$ cat src/rtl/sd_spi_init_controller_assert.svh
// Assertion macros shared by the SD SPI start-up controller RTL.
`ifndef SD_SPI_INIT_CONTROLLER_ASSERT_SVH
`define SD_SPI_INIT_CONTROLLER_ASSERT_SVH

`ifndef SYNTH
// Check that a condition implies another in the same cycle.
`define SDI_ASSERT_NOW(lbl, pre, post) \
	lbl: assert property (@(posedge clk) disable iff (!arst_n) (pre) |-> (post)) \
		else $error("sdi assertion failed");
// Check that a condition implies another in the following cycle.
`define SDI_ASSERT_NEXT(lbl, pre, post) \
	lbl: assert property (@(posedge clk) disable iff (!arst_n) (pre) |=> (post)) \
		else $error("sdi assertion failed");
`else
`define SDI_ASSERT_NOW(lbl, pre, post)
`define SDI_ASSERT_NEXT(lbl, pre, post)
`endif

`endif

$ cat src/rtl/sdi_pkg.sv
// Types, constants and helpers for the SD SPI start-up controller.
`timescale 1ns / 1ps
package sdi_pkg;

	// Request codes
	localparam logic [1:0] REQ_START = 2'd0;
	localparam logic [1:0] REQ_EXCH  = 2'd1;
	localparam logic [1:0] REQ_TICK  = 2'd2;

	// Outcome codes
	localparam logic [1:0] OUTC_OK      = 2'd0;
	localparam logic [1:0] OUTC_CMD0    = 2'd1;
	localparam logic [1:0] OUTC_TIMEOUT = 2'd2;

	// Result kinds
	localparam logic KIND_BYTE = 1'b0;
	localparam logic KIND_DONE = 1'b1;

	// Configuration register indexes
	localparam int CFG_IDX_W = 3;
	localparam int CFG_DATA_W = 16;
	localparam logic [CFG_IDX_W-1:0] CFG_WAKE_BYTES   = 3'd0;
	localparam logic [CFG_IDX_W-1:0] CFG_RESET_TRIES  = 3'd1;
	localparam logic [CFG_IDX_W-1:0] CFG_POLL_LIMIT   = 3'd2;
	localparam logic [CFG_IDX_W-1:0] CFG_FLUSH_BYTES  = 3'd3;
	localparam logic [CFG_IDX_W-1:0] CFG_BUSY_TIMEOUT = 3'd4;
	localparam logic [CFG_IDX_W-1:0] CFG_INIT_TIMEOUT = 3'd5;

	// Register reset values
	localparam logic [7:0]  RST_WAKE_BYTES   = 8'd10;
	localparam logic [7:0]  RST_RESET_TRIES  = 8'd10;
	localparam logic [7:0]  RST_POLL_LIMIT   = 8'd10;
	localparam logic [9:0]  RST_FLUSH_BYTES  = 10'd520;
	localparam logic [15:0] RST_BUSY_TIMEOUT = 16'd300;
	localparam logic [15:0] RST_INIT_TIMEOUT = 16'd2000;

	// Command indexes
	localparam logic [5:0] CMD_GO_IDLE   = 6'd0;
	localparam logic [5:0] CMD_IF_COND   = 6'd8;
	localparam logic [5:0] CMD_APP_CMD   = 6'd55;
	localparam logic [5:0] CMD_SEND_OPC  = 6'd41;

	// Bus bytes
	localparam logic [7:0] BYTE_FILL     = 8'hFF;
	localparam logic [7:0] BYTE_STOP     = 8'hFD;
	localparam logic [7:0] BYTE_START    = 8'h40;
	localparam logic [7:0] CRC_CMD0      = 8'h95;
	localparam logic [7:0] CRC_OTHER     = 8'h87;
	localparam logic [7:0] R1_IDLE       = 8'h01;
	localparam logic [7:0] R1_READY      = 8'h00;
	localparam logic [31:0] ARG_IF_COND  = 32'h0000_01AA;
	localparam logic [31:0] ARG_SEND_OPC = 32'h4000_0000;
	localparam logic [2:0] FRAME_LAST    = 3'd5;
	localparam logic [9:0] TRAIL_BYTES   = 10'd4;
	localparam logic [15:0] TIMER_MAX    = 16'hFFFF;

	// Sequencer phases
	typedef enum logic [10:0] {
		PH_IDLE    = 11'b000_0000_0001,
		PH_WAKE    = 11'b000_0000_0010,
		PH_BUSY    = 11'b000_0000_0100,
		PH_FRAME   = 11'b000_0000_1000,
		PH_FILL    = 11'b000_0001_0000,
		PH_POLL    = 11'b000_0010_0000,
		PH_TRAIL   = 11'b000_0100_0000,
		PH_STOP    = 11'b000_1000_0000,
		PH_FLUSH   = 11'b001_0000_0000,
		PH_RELEASE = 11'b010_0000_0000,
		PH_DONE    = 11'b100_0000_0000
	} phase_t;

	typedef struct packed {
		logic [1:0] req_type;
		logic [7:0] rx_byte;
	} in_item_t;

	typedef struct packed {
		logic       result_kind;
		logic [7:0] tx_byte;
		logic       chip_select;
		logic [1:0] outcome;
		logic [7:0] card_response;
	} out_item_t;

	// Byte of a command frame at a given position
	function automatic logic [7:0] frame_byte(input logic [5:0] cmd, input logic [2:0] pos);
		logic [31:0] arg;
		arg = 32'd0;
		if (cmd == CMD_IF_COND) arg = ARG_IF_COND;
		else if (cmd == CMD_SEND_OPC) arg = ARG_SEND_OPC;
		case (pos)
			3'd0: frame_byte = BYTE_START | {2'b00, cmd};
			3'd1: frame_byte = arg[31:24];
			3'd2: frame_byte = arg[23:16];
			3'd3: frame_byte = arg[15:8];
			3'd4: frame_byte = arg[7:0];
			default: frame_byte = (cmd == CMD_GO_IDLE) ? CRC_CMD0 : CRC_OTHER;
		endcase
	endfunction

endpackage

$ cat src/rtl/sd_spi_init_controller.sv
// Top level of the SD card SPI-mode start-up sequencer.
// A request is held in the input register and its result in the output register.
// Throughput: one request per cycle unless out_stall holds the output; the phase update
//   between the input register and the output register is a single pass of short logic.
// Reset: phase idle, counters and timers zero, response 0xFF, registers at their defaults.
// Ticks never give a result, and exchanges while idle or finished give none.
`timescale 1ns / 1ps
`include "sd_spi_init_controller_assert.svh"
module sd_spi_init_controller (
	input  logic                                  clk,
	input  logic                                  arst_n,
	input  logic                                  in_valid,
	output logic                                  in_stall,
	input  sdi_pkg::in_item_t                     in_data,
	output logic                                  out_valid,
	input  logic                                  out_stall,
	output sdi_pkg::out_item_t                    out_data,
	input  logic                                  cfg_we,
	input  logic [sdi_pkg::CFG_IDX_W-1:0]         cfg_index,
	input  logic [sdi_pkg::CFG_DATA_W-1:0]        cfg_data
);
	import sdi_pkg::*;

	// Configuration registers
	logic [7:0]  wake_bytes_q, reset_tries_q, poll_limit_q;
	logic [9:0]  flush_bytes_q;
	logic [15:0] busy_timeout_q, init_timeout_q;

	// Input stage
	logic      in_valid_s1;
	in_item_t  in_s1;

	// Sequencer state
	phase_t      phase_q, phase_d;
	logic [2:0]  fpos_q, fpos_d;
	logic [9:0]  bcnt_q, bcnt_d;
	logic [7:0]  rtry_q, rtry_d;
	logic [15:0] run_q, run_d;
	logic [15:0] busy_q, busy_d;
	logic [5:0]  cmd_q, cmd_d;
	logic [7:0]  resp_q, resp_d;
	logic [1:0]  outc_q, outc_d;

	// Output register
	logic      out_valid_q;
	out_item_t out_q;
	out_item_t res;
	logic      emit;
	logic      advance, fire;

	assign advance  = !out_valid_q || !out_stall;
	assign fire     = in_valid_s1 && advance;
	assign in_stall = in_valid_s1 && !advance;

	// Write configuration registers
	always_ff @(posedge clk or negedge arst_n) begin
		if (!arst_n) begin
			wake_bytes_q   <= RST_WAKE_BYTES;
			reset_tries_q  <= RST_RESET_TRIES;
			poll_limit_q   <= RST_POLL_LIMIT;
			flush_bytes_q  <= RST_FLUSH_BYTES;
			busy_timeout_q <= RST_BUSY_TIMEOUT;
			init_timeout_q <= RST_INIT_TIMEOUT;
		end else if (cfg_we) begin
			case (cfg_index)
				CFG_WAKE_BYTES:   wake_bytes_q   <= cfg_data[7:0];
				CFG_RESET_TRIES:  reset_tries_q  <= cfg_data[7:0];
				CFG_POLL_LIMIT:   poll_limit_q   <= cfg_data[7:0];
				CFG_FLUSH_BYTES:  flush_bytes_q  <= cfg_data[9:0];
				CFG_BUSY_TIMEOUT: busy_timeout_q <= cfg_data;
				CFG_INIT_TIMEOUT: init_timeout_q <= cfg_data;
				default: ;
			endcase
		end
	end

	// Capture the incoming transaction
	always_ff @(posedge clk or negedge arst_n) begin
		if (!arst_n) begin
			in_valid_s1 <= 1'b0;
		end else if (!in_stall) begin
			in_valid_s1 <= in_valid;
		end
	end

	always_ff @(posedge clk) begin
		if (in_valid && !in_stall) in_s1 <= in_data;
	end

	// Work out the next state and the result of one transaction
	always_comb begin
		logic       go_cmd;
		logic [5:0] go_idx;
		logic       go_rel;
		logic [1:0] rel_code;
		logic [9:0] bcnt_inc;
		logic [7:0] rtry_inc;
		logic [7:0] rx;

		phase_d  = phase_q;
		fpos_d   = fpos_q;
		bcnt_d   = bcnt_q;
		rtry_d   = rtry_q;
		run_d    = run_q;
		busy_d   = busy_q;
		cmd_d    = cmd_q;
		resp_d   = resp_q;
		outc_d   = outc_q;
		emit     = 1'b0;
		go_cmd   = 1'b0;
		go_idx   = CMD_GO_IDLE;
		go_rel   = 1'b0;
		rel_code = OUTC_OK;
		bcnt_inc = bcnt_q + 10'd1;
		rtry_inc = rtry_q + 8'd1;
		rx       = in_s1.rx_byte;

		case (in_s1.req_type)
			REQ_START: begin
				emit   = 1'b1;
				run_d  = 16'd0;
				busy_d = 16'd0;
				bcnt_d = 10'd0;
				fpos_d = 3'd0;
				rtry_d = 8'd0;
				cmd_d  = CMD_GO_IDLE;
				resp_d = BYTE_FILL;
				outc_d = OUTC_OK;
				if (wake_bytes_q == 8'd0) go_cmd = 1'b1;
				else phase_d = PH_WAKE;
			end
			REQ_EXCH: begin
				emit = (phase_q != PH_IDLE) && (phase_q != PH_DONE);
				case (phase_q)
					PH_WAKE: begin
						bcnt_d = bcnt_inc;
						if (bcnt_inc >= {2'b00, wake_bytes_q}) go_cmd = 1'b1;
					end
					PH_BUSY: begin
						if (rx == BYTE_FILL || busy_q > busy_timeout_q) begin
							phase_d = PH_FRAME;
							fpos_d  = 3'd0;
						end
					end
					PH_FRAME: begin
						if (fpos_q >= FRAME_LAST) phase_d = PH_FILL;
						else fpos_d = fpos_q + 3'd1;
					end
					PH_FILL: begin
						phase_d = PH_POLL;
						bcnt_d  = 10'd0;
					end
					PH_POLL: begin
						resp_d = rx;
						if (rx[7] && bcnt_q < {2'b00, poll_limit_q}) begin
							bcnt_d = bcnt_inc;
						end else begin
							case (cmd_q)
								CMD_GO_IDLE: begin
									if (rx == R1_IDLE) begin
										go_cmd = 1'b1;
										go_idx = CMD_IF_COND;
									end else begin
										rtry_d = rtry_inc;
										if (rtry_inc == reset_tries_q) begin
											go_rel   = 1'b1;
											rel_code = OUTC_CMD0;
										end else begin
											phase_d = PH_STOP;
										end
									end
								end
								CMD_IF_COND: begin
									phase_d = PH_TRAIL;
									bcnt_d  = 10'd0;
								end
								CMD_APP_CMD: begin
									go_cmd = 1'b1;
									go_idx = CMD_SEND_OPC;
								end
								CMD_SEND_OPC: begin
									if (rx == R1_READY) begin
										go_rel = 1'b1;
									end else if (run_q > init_timeout_q) begin
										go_rel   = 1'b1;
										rel_code = OUTC_TIMEOUT;
									end else begin
										go_cmd = 1'b1;
										go_idx = CMD_APP_CMD;
									end
								end
								default: go_rel = 1'b1;
							endcase
						end
					end
					PH_TRAIL: begin
						bcnt_d = bcnt_inc;
						if (bcnt_inc >= TRAIL_BYTES) begin
							go_cmd = 1'b1;
							go_idx = CMD_APP_CMD;
						end
					end
					PH_STOP: begin
						bcnt_d = 10'd0;
						if (flush_bytes_q == 10'd0) go_cmd = 1'b1;
						else phase_d = PH_FLUSH;
					end
					PH_FLUSH: begin
						bcnt_d = bcnt_inc;
						if (bcnt_inc >= flush_bytes_q) go_cmd = 1'b1;
					end
					PH_RELEASE: phase_d = PH_DONE;
					default: ;
				endcase
			end
			REQ_TICK: begin
				if (run_q != TIMER_MAX) run_d = run_q + 16'd1;
				if (busy_q != TIMER_MAX) busy_d = busy_q + 16'd1;
			end
			default: ;
		endcase

		// Open a command: CMD0 goes straight to its frame, others wait on busy
		if (go_cmd) begin
			cmd_d  = go_idx;
			fpos_d = 3'd0;
			if (go_idx == CMD_GO_IDLE) begin
				phase_d = PH_FRAME;
			end else begin
				phase_d = PH_BUSY;
				busy_d  = 16'd0;
			end
		end
		if (go_rel) begin
			outc_d  = rel_code;
			phase_d = PH_RELEASE;
		end

		// Shape the result for the new phase
		res.result_kind   = KIND_BYTE;
		res.tx_byte       = BYTE_FILL;
		res.chip_select   = 1'b0;
		res.outcome       = outc_d;
		res.card_response = resp_d;
		case (phase_d)
			PH_WAKE:    res.chip_select = 1'b1;
			PH_FRAME:   res.tx_byte = frame_byte(cmd_d, fpos_d);
			PH_STOP:    res.tx_byte = BYTE_STOP;
			PH_RELEASE: res.chip_select = 1'b1;
			PH_DONE: begin
				res.result_kind = KIND_DONE;
				res.tx_byte     = 8'd0;
				res.chip_select = 1'b1;
			end
			default: ;
		endcase
	end

	// Advance the sequencer state
	always_ff @(posedge clk or negedge arst_n) begin
		if (!arst_n) begin
			phase_q <= PH_IDLE;
			fpos_q  <= 3'd0;
			bcnt_q  <= 10'd0;
			rtry_q  <= 8'd0;
			run_q   <= 16'd0;
			busy_q  <= 16'd0;
			cmd_q   <= CMD_GO_IDLE;
			resp_q  <= BYTE_FILL;
			outc_q  <= OUTC_OK;
		end else if (fire) begin
			phase_q <= phase_d;
			fpos_q  <= fpos_d;
			bcnt_q  <= bcnt_d;
			rtry_q  <= rtry_d;
			run_q   <= run_d;
			busy_q  <= busy_d;
			cmd_q   <= cmd_d;
			resp_q  <= resp_d;
			outc_q  <= outc_d;
		end
	end

	// Hold or drop the result transaction
	always_ff @(posedge clk or negedge arst_n) begin
		if (!arst_n) begin
			out_valid_q <= 1'b0;
		end else if (fire && emit) begin
			out_valid_q <= 1'b1;
		end else if (!out_stall) begin
			out_valid_q <= 1'b0;
		end
	end

	always_ff @(posedge clk) begin
		if (fire && emit) out_q <= res;
	end

	assign out_valid = out_valid_q;
	assign out_data  = out_q;

	// Checks on the sequencer
	`SDI_ASSERT_NOW(a_frame_pos_range, 1'b1, fpos_q <= FRAME_LAST)
	`SDI_ASSERT_NOW(a_busy_not_cmd0, phase_q == PH_BUSY, cmd_q != CMD_GO_IDLE)
	`SDI_ASSERT_NOW(a_done_fields, out_valid_q && out_q.result_kind, (out_q.tx_byte == 8'd0) && out_q.chip_select)
	`SDI_ASSERT_NEXT(a_exch_result, fire && in_s1.req_type == REQ_EXCH && phase_q != PH_IDLE && phase_q != PH_DONE, out_valid_q)
endmodule
$ cat config.mk
export PLATFORM = sky130hd
export DESIGN_NAME = sd_spi_init_controller
export DESIGN_NICKNAME = d
export VERILOG_FILES = /design/src/rtl/sdi_pkg.sv /design/src/rtl/sd_spi_init_controller.sv
export VERILOG_INCLUDE_DIRS = /design/src /design/src/rtl
export SDC_FILE = /design/constraint.sdc
export NUM_CORES = 1
export LEC_CHECK = 0
export ABC_AREA = 1
export BUFFER_PORTS_ARGS = -buffer_cell sky130_fd_sc_hd__buf_2
export CORE_MARGIN = 2
export CORE_UTILIZATION = 30
export DETAILED_ROUTE_END_ITERATION = 8
export PLACE_DENSITY = 0.54
export SLEW_MARGIN = 20
export SYNTH_ARGS = -nofsm -noshare
export SYNTH_HDL_FRONTEND = slang
export SYNTH_SLANG_ARGS = --single-unit
$ cat constraint.sdc
create_clock -name clk -period 3.3 [get_ports clk]
set_input_delay 0.165 -clock clk [delete_from_list [all_inputs] [get_ports clk]]
set_output_delay 0.165 -clock clk [all_outputs]
set_load 0.1 [all_outputs]
After elaboration in Yosys (flattened, before gate mapping)

Index checks and enable logic that the tools add are counted.

Add/sub/neg operators: 5
Multiply operators: 0
Divide/modulo/power cells: 0
Order comparisons: 7
Eq/ne operators: 45
Shifts and indexed selects: 0
Multiplexer cells: 85
Bitwise gates (word level): 0
Reduce and logical (&&, ||, !) cells: 36

Operator list:

| cell                  | number |
|---|---|
| $mux 11               | 9 |
| $pmux 11 s6           | 1 |
| $mux 16               | 4 |
| $pmux 16 s2           | 2 |
| $mux 31               | 2 |
| $pmux 11 s2           | 2 |
| $mux 6                | 7 |
| $mux 8                | 5 |
| $pmux 8 s5            | 1 |
| $add 16x1->16 const B | 2 |
| $gt 16x16->1          | 2 |
| $ne 16x16->1 const B  | 2 |
| $pmux 8 s2            | 2 |
| $pmux 10 s3           | 1 |
| $pmux 8 s3            | 1 |
| $eq 11x10->1 const B  | 2 |
| $eq 11x2->1 const B   | 2 |
| $eq 11x4->1 const B   | 2 |
| $eq 11x8->1 const B   | 2 |
| $mux 1                | 22 |
| $mux 10               | 2 |
| $pmux 10 s2           | 1 |
| $eq 6x6->1 const B    | 3 |
| $logic_not 6->1       | 3 |
| 53 further kinds      | 96 |

Register bits: 178
Latch bits: 0
Bits in writable memories: 0
Bits in read-only memories: 0
Input bits: 34
Output and inout bits: 22
Logic and storage cells: 202
Memories kept: 0

Longest topological paths before layout

Depth after elaboration: 14
Mapped depth: 28
Gate-level depth less buffers: 27

Worst setup path before layout

Ideal clock, no wire load.

Kind: register to register
Start: register bcnt_q[1]
End: register out_q, in the netlist out_data[15], data pin
Setup time: 0.254 ns
Arrival time: 2.881 ns
Required time: 3.046 ns
Setup slack: 0.165 ns
Cell stages (with the launch flop): 29
Buffers on the path: 1
Path through: dfrtp_1 ha_1 nand3_2 nor2_4 inv_2 nand2_1 inv_1 ha_1 nand2_1 inv_1 a21oi_1 nand2_1 nand2_1 nand3_1 o21bai_2 nand4_2 nor2_2 nor2_4 nor2_8 buf_8 nand2_4 nand2_4 nand2_4 clkinv_1 nand2_1 nand2_1 nor2_1 nor2_1 nand2_1

RTL lines:

| what                   | RTL line                      | RTL |
|---|---|---|
| start, declared        | sd_spi_init_controller.sv:36  | `logic [9:0] bcnt_q, bcnt_d;` |
| start signal, assigned | sd_spi_init_controller.sv:274 | `bcnt_q <= bcnt_d;` |
| end signal, assigned   | sd_spi_init_controller.sv:296 | `if (fire && emit) out_q <= res;` |
| end, declared          | sd_spi_init_controller.sv:46  | `out_item_t out_q;` |

==> run metrics <==
outcome complete, but fails checks; failing checks setup timing; hpwl dp 22600 µm; share of layout cells above drive strength 1 20.8%; sequential fraction of the synthesis area 42.1%; fin area 13700 µm²; Post-Syn Area per Cell 7.62 µm²; CTS Root Cell clkbuf_16; final cell count without fillers 2085; Final Critical Period around 3.4 ns; Max VDD drop 0.000342 V; clk sinks 178; Setup crit end kind flop; row cnt 70; DR vias 9876; first-pass GRT wire length 49900 µm; critical path arrival 3.59 ns; Final GP Congestion a little under 0.9; period utilization 103%; DRC viols 0; Placed Cells incl. Taps just over 2000; max cap viols 0; DIE HEIGHT 196 µm; slowest cell delay on critical path roughly 0.44 ns; largest net degree at the start of global routing 73; area occupied by registers 4640 µm²; fillcell total 3720; Inserted Diodes 0; Syn. warnings 0; CP max FO 8; Placed Area 12400 µm²; share of the synthesized area in the top cell type 27.5%; CTS tree built; crit path buf inv count 2; LEAKAGE 6.62 nW; Die W 196 µm; Synth-to-Final Area Change 24.5%; Max Slew Vio Count 0; relative slew slack 34.7%; Total Routing Usage GR 16.4%; skew final 0.0178 ns; Routed WL 30500 µm; Post-Synthesis Cells roughly 1400; H-tree levels 4; cell family with most CP delay simple AND/OR/NAND/NOR gates; unrepaired setup endpoints after global routing true; CTS buffer count 17; Total Nets Final 1702; DR WL/cell 14.6 µm; Setup CP Type flop to flop; post-route ant nets 0; initial antenna violation count 0; hold slack 0.0266 ns; DIE AREA 38200 µm²; Distinct cells, synth 49; crit-path most repeated cell nor2_4; net count after synthesis 1543; Initial Util between 30 and 40%; fmax slightly below 0.3 GHz; CTS clk-pin slew, worst paths 0.07 ns; CORE AREA 36300 µm²; via density per instance 4.74; multi-input logic area 5780 µm²; pre-CTS setup slack -0.213 ns; Final Setup Violations 8; Worst Tran Pin Value between 0.9 and 1 ns; Yosys reg bits 178; TritonRoute pass-1 iters 6; vias in the first global route 9806; Clock Path Buffers 2; critical-path cell list ha_4 > nand3_4 > nor2_4 > buf_6 > nand3_4 > nand2_2 > nand2_2 > inv_2 > ha_4 > nand2_4 > nor2_4 > o211ai_1 > nand4_1 > nand2_1 > nand4_4 > nor2_4 > nor2_4 > nor2_8 > nand2_1 > nand2_4 > nor2_4 > nand3_2 > nand3_4 > nand3_2; power per standard cell area 543 nW/µm²; CP Data Required Time about 3.5 ns; Final Hold Viols 0; HP Class input port to flop; Area contributors post-synth dfrtp_1 28%, nand2_1 13%, edfxtp_1 8.2%, inv_1 7.7%, ha_1 7.3%; number of port buffers 55; Worst-Skew Late Latency around 0.45 ns; Initial DRC Count 551; slowest stage cell, crit path dfrtp_1; setup ws final -0.0977 ns; Overflow after GRT 0; CP Launch Type flop; Ports 56; cell taking the most area after synthesis dfrtp_1; Post-Syn Area 11000 µm²
## registers in the layout (all words and copies together) (netlist names), 2 cells and up
| register | cells |
|---|---|
| wake_bytes_q | 8 |
| cmd_q | 6 |
| run_q | 16 |
| bcnt_q | 10 |
| busy_q | 16 |
| in_s1 | 10 |
| rtry_q | 8 |
| flush_bytes_q | 10 |
| reset_tries_q | 8 |
| phase_q | 11 |
| busy_timeout_q | 16 |
| out_data | 20 |
| outc_q | 2 |
| resp_q | 8 |
| poll_limit_q | 8 |
| fpos_q | 3 |
| init_timeout_q | 16 |
## report_power, final
| part | internal, W | leakage, nW | switching [W] | total [W] |
|---|---|---|---|---|
| clock | 0.00123 | 0.303 | 0.000961 | 0.00219 |
| combinational | 0.000819 | 4.16 | 0.00157 | 0.00239 |
| sequential | 0.00263 | 2.15 | 0.000233 | 0.00286 |
## worst register-to-register path: stages, from the launching register on
cell	delay, ns
dfrtp_1	0.44
ha_4	0.20
nand3_4	0.09
nor2_4	0.05
buf_6	0.13
nand3_4	0.05
nand2_2	0.06
nand2_2	0.08
inv_2	0.05
ha_4	0.27
nand2_4	0.05
nor2_4	0.11
o211ai_1	0.11
nand4_1	0.11
nand2_1	0.09
nand4_4	0.14
nor2_4	0.06
nor2_4	0.22
nor2_8	0.09
nand2_1	0.13
nand2_4	0.08
nor2_4	0.18
nand3_2	0.12
nand3_4	0.17
nand3_2	0.09
## final cells by class
cell class | instances | share of cell area, %
Clock buffer | 19 | 3.23
Clock inverter | 13 | 1.24
Inverter | 237 | 6.49
Multi-Input combinational cell | 1002 | 42.1
Sequential cell | 178 | 33.9
Tap cell | 468 | 4.27
Timing Repair Buffer | 168 | 8.75
## layer usage
layer / track usage, % / wire, µm / vias to the layer above
met2: 27.8 / 14700 / 167
met4: 5.29 / 678 / 0
li1: - / - / 5025
met1: 21.5 / 14200 / 4643
met5: 0 / 0 / -
met3: 2.38 / 939 / 41
## repair_timing
item	in CTS	in global routing
buffers inserted	9	4
endpoints found under the hold margin	84	0
hold buffers	17	0
cloned	1	0
gates resized for setup	38	45
setup endpoints to repair	10	18
pin swaps	32	30
## per-stage QoR
| stage | total power [W] | util [%] | TNS (ns) |
|---|---|---|---|
| finish | 0.00744 | 37.7 | -0.714 |
| global route | 0.00793 | 37.7 | -2.71 |
| CTS | 0.00742 | 37.0 | -0.487 |
| detailed placement | 0.00511 | 34.1 | -1.69 |
| global placement | 0.00508 | 34.1 | -0.590 |
| floorplan | 0.00445 | - | 0 |
## cells in the final DEF (no fill, tap or decap), types with 7 or more instances in the layout
cell type	count
nand2_2	28
nand3_1	79
dfstp_2	27
nand2_4	12
nand4_1	30
nor2_4	11
dlygate4sd3_1	17
nor2_2	11
nor2_1	97
inv_2	15
xor2_1	10
ha_1	53
inv_1	221
clkbuf_16	17
buf_4	91
edfxtp_1	30
nor3_1	28
ha_4	11
nand2_1	350
o21ai_0	142
o22ai_1	18
a21oi_1	42
nand3_2	12
buf_2	54
dfrtp_1	119
nor4_1	7
## path summary, 6_finish.rpt
check | end | slack (ns) | startpoint | cells after the start
max | out_data[14]$_DFFE_PP_ | -0.1 | bcnt_q[0]$_DFFE_PN0P_ | 24
min | busy_timeout_q[15]$_DFFE_PN0P_ | 0.03 | cfg_data[15] | 3
max reg2reg | out_data[14]$_DFFE_PP_ | -0.1 | bcnt_q[0]$_DFFE_PN0P_ | 24
min reg2reg | resp_q[4]$_DFFE_PN1P_ | 0.47 | resp_q[4]$_DFFE_PN1P_ | 2
max in group asynchronous | resp_q[0]$_DFFE_PN1P_ | 2.09 | arst_n | 3
min in group asynchronous | busy_timeout_q[14]$_DFFE_PN0P_ | 0.32 | arst_n | 2
## kinds of logic (layout without fill, tap and decap cells)
logic type,after synthesis,count (layout),share of synthesized area [%]
buf+inv,266,437,9.21
simple gates,686,687,28.5
fa+ha+maj,64,64,7.27
flops,178,178,42.1
xor+xnor,13,13,1.03
compound gates,238,238,11.8
## cells in the mapped netlist (all sizes together)
master	n
a21o	1
a21oi	47
a221oi	1
a31oi	3
a32oi	2
and3	2
buf	4
clkbuf	25
clkinv	2
dfrtp	121
dfstp	27
edfxtp	30
ha	64
inv	235
nand2	390
nand3	97
nand3b	1
nand4	31
nor2	121
nor3	30
nor3b	4
nor4	8
o2111ai	1
o211ai	4
o21a	3
o21ai	147
o21bai	3
o221ai	2
o22ai	18
o31ai	4
o41ai	2
or2	2
xnor2	1
xor2	12
No activity file was read; power rests on OpenSTA's default activity.
